### src/rtl/isa_pkg.sv
package isa_pkg;

  localparam int CAPACITY = 32;
  localparam int CNT_W    = $clog2(CAPACITY + 1);
  localparam int DATA_W   = 32;

  typedef logic signed [DATA_W-1:0] data_t;
  typedef logic [CNT_W-1:0]         cnt_t;

  typedef struct packed {
    logic ins;
    logic shift;
  } isa_ctl_t;

endpackage

### src/rtl/integer_array_sort.sv
// channel | handshake            | fields                                         | role
// in      | in_valid, in_ready   | in_value, in_last_in                           | item in
// out     | out_valid, out_ready | out_sorted_value, out_last_out, out_overflowed | item out
//
// Loading: one item per cycle; each cell compares with the new item in parallel
// and takes its left neighbor's value or the item, so an item is in place after the next clock edge.
// After the last item, the stored results stream out of cell 0, one per cycle while
// out_ready is high, as the chain shifts left; in_ready is low until the final result is taken.
// Synchronous active-low reset empties the run and clears the overflow mark.
// out_ready low simply holds the chain; no result is lost.
module integer_array_sort import isa_pkg::*; (
  input  logic        clk,
  input  logic        rst_n,
  input  logic        in_valid,
  output logic        in_ready,
  input  data_t       in_value,
  input  logic        in_last_in,
  output logic        out_valid,
  input  logic        out_ready,
  output data_t       out_sorted_value,
  output logic        out_last_out,
  output logic        out_overflowed
);

  localparam logic ST_LOAD = 1'b0;
  localparam logic ST_EMIT = 1'b1;

  logic     state_r, state_nxt;
  cnt_t     count_r, count_nxt;
  logic     ovf_r, ovf_nxt;
  logic     in_acc, out_acc, full;
  isa_ctl_t ctl;

  data_t vals [CAPACITY];
  logic  gts  [CAPACITY];

  assign in_ready  = (state_r == ST_LOAD);
  assign out_valid = (state_r == ST_EMIT);
  assign in_acc    = in_valid && in_ready;
  assign out_acc   = out_valid && out_ready;
  assign full      = (count_r == cnt_t'(CAPACITY));

  assign ctl.ins   = in_acc && !full;
  assign ctl.shift = out_acc;

  assign out_sorted_value = vals[0];
  assign out_last_out     = (count_r == cnt_t'(1));
  assign out_overflowed   = ovf_r;

  for (genvar i = 0; i < CAPACITY; i++) begin : g_cell
    data_t pv, nv;
    logic  pg;
    if (i == 0) begin : g_first
      assign pv = in_value;
      assign pg = 1'b0;
    end else begin : g_mid
      assign pv = vals[i-1];
      assign pg = gts[i-1];
    end
    if (i == CAPACITY - 1) begin : g_end
      assign nv = vals[i];
    end else begin : g_body
      assign nv = vals[i+1];
    end
    isa_cell u_cell (
      .clk      (clk),
      .ctl      (ctl),
      .occ      (count_r > cnt_t'(i)),
      .in_val   (in_value),
      .prev_val (pv),
      .prev_gt  (pg),
      .next_val (nv),
      .val      (vals[i]),
      .gt       (gts[i])
    );
  end

  always_comb begin
    state_nxt = state_r;
    count_nxt = count_r;
    ovf_nxt   = ovf_r;
    case (state_r)
      ST_LOAD: begin
        if (in_acc) begin
          if (full) begin
            ovf_nxt = 1'b1;
          end else begin
            count_nxt = count_r + cnt_t'(1);
          end
          if (in_last_in) begin
            state_nxt = ST_EMIT;
          end
        end
      end
      ST_EMIT: begin
        if (out_acc) begin
          count_nxt = count_r - cnt_t'(1);
          if (out_last_out) begin
            state_nxt = ST_LOAD;
            ovf_nxt   = 1'b0;
          end
        end
      end
      default: begin
        state_nxt = ST_LOAD;
      end
    endcase
  end

  always_ff @(posedge clk) begin
    if (!rst_n) begin
      state_r <= ST_LOAD;
      count_r <= '0;
      ovf_r   <= 1'b0;
    end else begin
      state_r <= state_nxt;
      count_r <= count_nxt;
      ovf_r   <= ovf_nxt;
    end
  end

  a_no_overlap: assert property (@(posedge clk) disable iff (!rst_n)
    !(in_ready && out_valid)) else $error("load and emit overlap");

  a_emit_nonempty: assert property (@(posedge clk) disable iff (!rst_n)
    out_valid |-> (count_r != '0)) else $error("emitting from empty run");

  a_final_ends: assert property (@(posedge clk) disable iff (!rst_n)
    (out_acc && out_last_out) |=> (!out_valid && count_r == '0 && !ovf_r))
    else $error("state not cleared after final item");

  a_count_cap: assert property (@(posedge clk) disable iff (!rst_n)
    count_r <= cnt_t'(CAPACITY)) else $error("count beyond capacity");

endmodule

### src/rtl/isa_cell.sv
module isa_cell import isa_pkg::*; (
  input  logic     clk,
  input  isa_ctl_t ctl,
  input  logic     occ,
  input  data_t    in_val,
  input  data_t    prev_val,
  input  logic     prev_gt,
  input  data_t    next_val,
  output data_t    val,
  output logic     gt
);

  data_t val_r;
  data_t val_nxt;

  assign val = val_r;
  assign gt  = occ && (val_r > in_val);

  always_comb begin
    val_nxt = val_r;
    if (ctl.ins) begin
      if (gt || !occ) begin
        val_nxt = prev_gt ? prev_val : in_val;
      end
    end else if (ctl.shift) begin
      val_nxt = next_val;
    end
  end

  always_ff @(posedge clk) begin
    val_r <= val_nxt;
  end

endmodule

### config.mk
export PLATFORM = sky130hd
export DESIGN_NAME = integer_array_sort
export DESIGN_NICKNAME = d
export VERILOG_FILES = /design/src/rtl/isa_pkg.sv /design/src/rtl/integer_array_sort.sv /design/src/rtl/isa_cell.sv
export SDC_FILE = /design/constraint.sdc
export NUM_CORES = 2
export LEC_CHECK = 0
export ABC_AREA = 1
export BUFFER_PORTS_ARGS = -buffer_cell sky130_fd_sc_hd__buf_2
export CORE_MARGIN = 4
export CORE_UTILIZATION = 35
export DETAILED_ROUTE_END_ITERATION = 8
export HOLD_SLACK_MARGIN = 0.12
export PLACE_DENSITY = 0.46
export SLEW_MARGIN = 20
export SYNTH_ARGS = -nofsm -noshare
export SYNTH_HDL_FRONTEND = slang
export SYNTH_SLANG_ARGS = --single-unit
### constraint.sdc
create_clock -name clk -period 5.9 [get_ports clk]
set_input_delay 0.59 -clock clk [delete_from_list [all_inputs] [get_ports clk]]
set_output_delay 0.59 -clock clk [all_outputs]
set_load 0.01 [all_outputs]
After elaboration in Yosys (flattened, before gate mapping) --
Cells that the tools add are included.
Storage, ports and cells: word-level logic and storage cells 413, flip-flop bits (word level) 1032, output and inout bits 36
Operators by class: bitwise logic cells 1, $lt $le $gt $ge 64, mux-type cells 138, $add $sub $neg 2, eq/ne operators 38, reduce and logical (&&, ||, !) cells 135
Operators with widths (number):
- $mux W32 | 124
- $gt A32 B32 Y1 | 32
- $gt A6 B5 Y1 const B | 16
- $ne A2 B1 Y1 const B | 34
- $reduce_and A2 Y1 | 32
- $gt A6 B4 Y1 const B | 8
- $logic_and A1 B1 Y1 | 35
- $logic_not A1 Y1 | 33
- $logic_or A1 B1 Y1 | 32
- $gt A6 B3 Y1 const B | 4
- $mux W6 | 3
- $gt A6 B1 Y1 const B | 2
- $gt A6 B2 Y1 const B | 2
- $pmux W6 S2 | 1
- $mux W1 | 8
- $add A6 B1 Y6 const B | 1
- $eq A6 B1 Y1 const B | 1
- $eq A6 B6 Y1 const B | 1
- $sub A6 B1 Y6 const B | 1
- $ne A2 B2 Y1 const B | 2
- $pmux W1 S2 | 2
- $reduce_and A4 Y1 | 1
- $reduce_and A3 Y1 | 1
- $reduce_bool A2 Y1 | 1
- $not A1 Y1 | 1

Logic depth before layout (Yosys ltp) --
depth after elaboration 5, depth in mapped cells 20, gate-level depth less buffers 19

By module --
From an unflattened synthesis, not the netlist that was laid out.
Unflattened totals: cell total of the unflattened synthesis 10621, area total of the unflattened synthesis 80707.4 um^2
Modules (own cells, without submodules):
- isa_cell | cells each 327, times used 32, sequential area each 960.9 um^2, area each 2493.6 um^2
- integer_array_sort | cells each 157, times used 1, sequential area each 160.2 um^2, area each 910.9 um^2

Worst setup path after synthesis --
OpenSTA, ideal clock, no wires.
path type input port to flip-flop, from input port in_value[31], to register g_cell[8].u_cell.val_r[0], enable pin, data arrival time 4.947 ns, cell stages on the path 12, setup time 0.441 ns, buffers on the path 2, slack 0.512 ns, path through inv_1 -> clkbuf_1 -> ha_1 -> nand2_1 -> nor2_1 -> and2_1 -> a21oi_1 -> nand2_1 -> a21oi_1 -> clkbuf_1 -> nand2_1 -> a31oi_1
Between the ends: cells in the longest elaborated chain, start to end 5
RTL lines:
- from (decl) | line integer_array_sort.sv:16 | input data_t in_value,
- $gt A32 B32 Y1 | line isa_cell.sv:17 | assign gt = occ && (val_r > in_val);
- $logic_and A1 B1 Y1 | line isa_cell.sv:17
- $logic_or A1 B1 Y1 | line isa_cell.sv:22 | if (gt || !occ) begin
- $ne A2 B1 Y1 (no line)
- $reduce_and A2 Y1 (no line)
- to (signal assigned) | line isa_cell.sv:31 | val_r <= val_nxt;
- to (decl) | line isa_cell.sv:13 | data_t val_r;
No other way between the ends. A chain may end at the register's enable or synchronous reset.

Worst setup path after layout --
from input port in_value[30], to register g_cell[31].u_cell.val_r[2], enable pin
Between the ends: cells in the longest elaborated chain, start to end 4
RTL lines (line):
- $gt A32 B32 Y1 | isa_cell.sv:17
- $logic_and A1 B1 Y1 | isa_cell.sv:17
- $logic_or A1 B1 Y1 | isa_cell.sv:22
- $reduce_and A2 Y1 (no line)
- to (signal assigned) | isa_cell.sv:31
- to (decl) | isa_cell.sv:13
No other way between the ends.

==> results.toml <==
[status]
status = "finished, final reports clean"

[floorplan]
die_w_um = 499
fp.dieArea_sq_um = 249000
coreArea_sq_um = 240000
ios = 73
fp.dieH_um = 499
initial_core_util_pct = 35.2
rows = 180

[critical_path]
cp_data_required_time_ns = 6.34
cp.arrival_ns = 4.88
cp-start-kind = "input pin"
path_max_fanout = 32
worst_setup_path_end_kind = "flop"
crit_type = "input pin to flop"

[yosys]
synth_compound_area_share_pct = 5.04
yosys.area_share.simple_pct = 33.9
synth.distinct_cells = 43
synth_top_area_cell = "edfxtp_1"
synth_cells = 11500
synth_top_family_by_area = "simple AND/OR/NAND/NOR gates"
synth_fp_nets = 12600
synth-seq-cells = 1032
syn_avg_cell_area_sq_um = 7.34
synthTopCellsByArea = "edfxtp_1, nand2_1, ha_1"
synthAdderAreaFrac_pct = 15.2
synth_xor_area_share_pct = 0.0104
ys_seq_area_share_pct = 36.6
synth.top_cell.area_share_pct = 36.4
syn-cell-area_sq_um = 84500
muxShareOfSynthArea_pct = 0
yosysWarnings = 0

[clock_tree]
root_buffer = "clkbuf_16"
hold_buffers = 15
clock_sinks = 1032
post_cts.resized_instances = 0
clkTransAtPathRegs_ns = 0.05
clock_path_buffers = 3
postCtsSetupBuffers = 0
clk_latency_ns = 0.82
cts_made_buffers = 143
cts_tree = "yes"
h-tree-depth = 4

[sta]
rsz0062_at_grt = "false"
relSlewSlack_pct = 35.5
post-route-period-util_pct = 75.3
whs_ns = 0.181
tightest_slew_ns = 0.966
max_freq_mhz = 225
clock_skew_ns = 0.0327
drv_slew = 0
setup-tns-final_ns = 0
fin_crit_ns = 4.44
setup-violations-final = 0
hold_viol = 0

[job]
maxCapViolCount = 0

[layout]
layout-drive-gt1-share_pct = 5.96
final_util_pct = 39.1
layout_common_cells = "nand2_1, nand3_1, inv_1"
area_growth_pct = 11.3
final_common_cell = "nand2_1"
fin_nets = 12500
finalInstanceArea_sq_um = 94000

[grt]
grt_max_degree = 156
grt_usage_pct = 26.2
antenna_found_initial = 12
grt_pass1_wl_um = 504000
grt_pass1_vias = 77200
overflow = 0

[place]
portBuffers = 72
gp_congestion = 0.889
place_area_sq_um = 89400
place_hpwl_um = 245000

[detailed_routing]
drt_wl_total_um = 337000
ant_nets = 0
drc_errors = 0
firstDrtPassIters = 6
viasPerCell = 5.41
wl_per_cell_um = 22.9
vias = 79500
drt_iter0_drc = 7254

[pwr]
p_per_area_nw_per_um2 = 290
irDropWorstVdd_uv = 226
power_w = 0.0273
leakage_nw = 46.9

[min_path]
hp-class = "input pin to flop"
==> area by class of cell <==
cell class,count,area [sq um]
clock inverters,70,573
fillers,24900,146000
diodes,10,25.0
well taps,3185,3990
repair buffers,384,3340
multi-input cells,8461,46200
inverters,1363,5180
flip-flops and latches,1032,30900
clock buffers,184,3840
==> power breakdown <==
group	switching [W]	internal, W	total [W]
registers	0.00119	0.00951	0.0107
clock network	0.00364	0.00485	0.00850
logic	0.00557	0.00252	0.00809
total	0.0104	0.0169	0.0273
==> layer usage <==
| layer | up-vias | part of all wire, % | global-route usage [%] |
|---|---|---|---|
| met1 | 38200 | 46 | 37.0 |
| met2 | 2534 | 45 | 42.1 |
| li1 | 38300 | - | - |
| met4 | 2 | 2.9 | 7.41 |
| met3 | 463 | 5.9 | 3.40 |
| met5 | - | 0.0039 | 0 |
==> per-stage QoR <==
step,setup WS [ns],cells
after global routing,1.23,14700
after CTS,1.52,14700
after global placement,1.20,14400
after detailed placement,1.21,14400
final,1.46,14700
after floorplan,0.512,11500
==> worst max-delay path, cell delays in order <==
cell and delay [ns]:
dlygate4sd3_1 0.59, buf_2 0.19, clkinv_2 0.53, buf_4 0.53, ha_1 0.35, nand2_1 0.08, nor4_1 0.52, nor3b_1 0.33
nand2_1 0.12, nand3_1 0.08, nand3_1 0.27, a21oi_4 0.20, buf_4 0.44
==> kinds of logic after synthesis <==
family                     after synthesis
AOI/OAI and AO/OA                      780
xor gates and xnor gates                 1
adders and majority gates             1028
buffers and inverters                 2017
DFF                                   1032
and+or+nand+nor                       6652
==> registers in the layout, indices dropped and copies added (netlist names) <==
signal and cells:
out_valid 1, out_overflowed 1, count_r 6, g_cell.u_cell.val 1024
==> Yosys cell counts (all sizes together) <==
| cell type | number |
|---|---|
| nand2 | 4151 |
| nand3 | 1446 |
| inv | 1362 |
| ha | 1028 |
| edfxtp | 1024 |
| nand4 | 659 |
| a21oi | 487 |
| clkbuf | 394 |
| nor2 | 354 |
| buf | 260 |
| o21ai | 168 |
| o21a | 59 |
| a21o | 33 |
| a31oi | 21 |
| nor3 | 16 |
| and2 | 10 |
| dfxtp | 8 |
| nor4 | 8 |
| nor3b | 6 |
| a211oi | 3 |
| nand3b | 2 |
| o211ai | 2 |
| o22ai | 2 |
| clkinv | 1 |
| o2111ai | 1 |
| o21bai | 1 |
| o221ai | 1 |
| o31ai | 1 |
| o41ai | 1 |
| xor2 | 1 |
==> worst paths after layout <==
| kind | startpoint | endpoint | slack (ns) | cells after the start |
|---|---|---|---|---|
| worst max register to register | count_r[5]$_SDFFE_PN0P_ | g_cell[5].u_cell.val[9]$_DFFE_PP_ | 1.88 | 11 |
| worst min register to register | g_cell[31].u_cell.val[0]$_DFFE_PP_ | g_cell[30].u_cell.val[0]$_DFFE_PP_ | 0.54 | 2 |
| worst max-delay path | in_value[30] | g_cell[31].u_cell.val[2]$_DFFE_PP_ | 1.46 | 13 |
| worst min-delay path | in_value[8] | g_cell[31].u_cell.val[8]$_DFFE_PP_ | 0.18 | 3 |
Power figures use the tool's default switching activity.
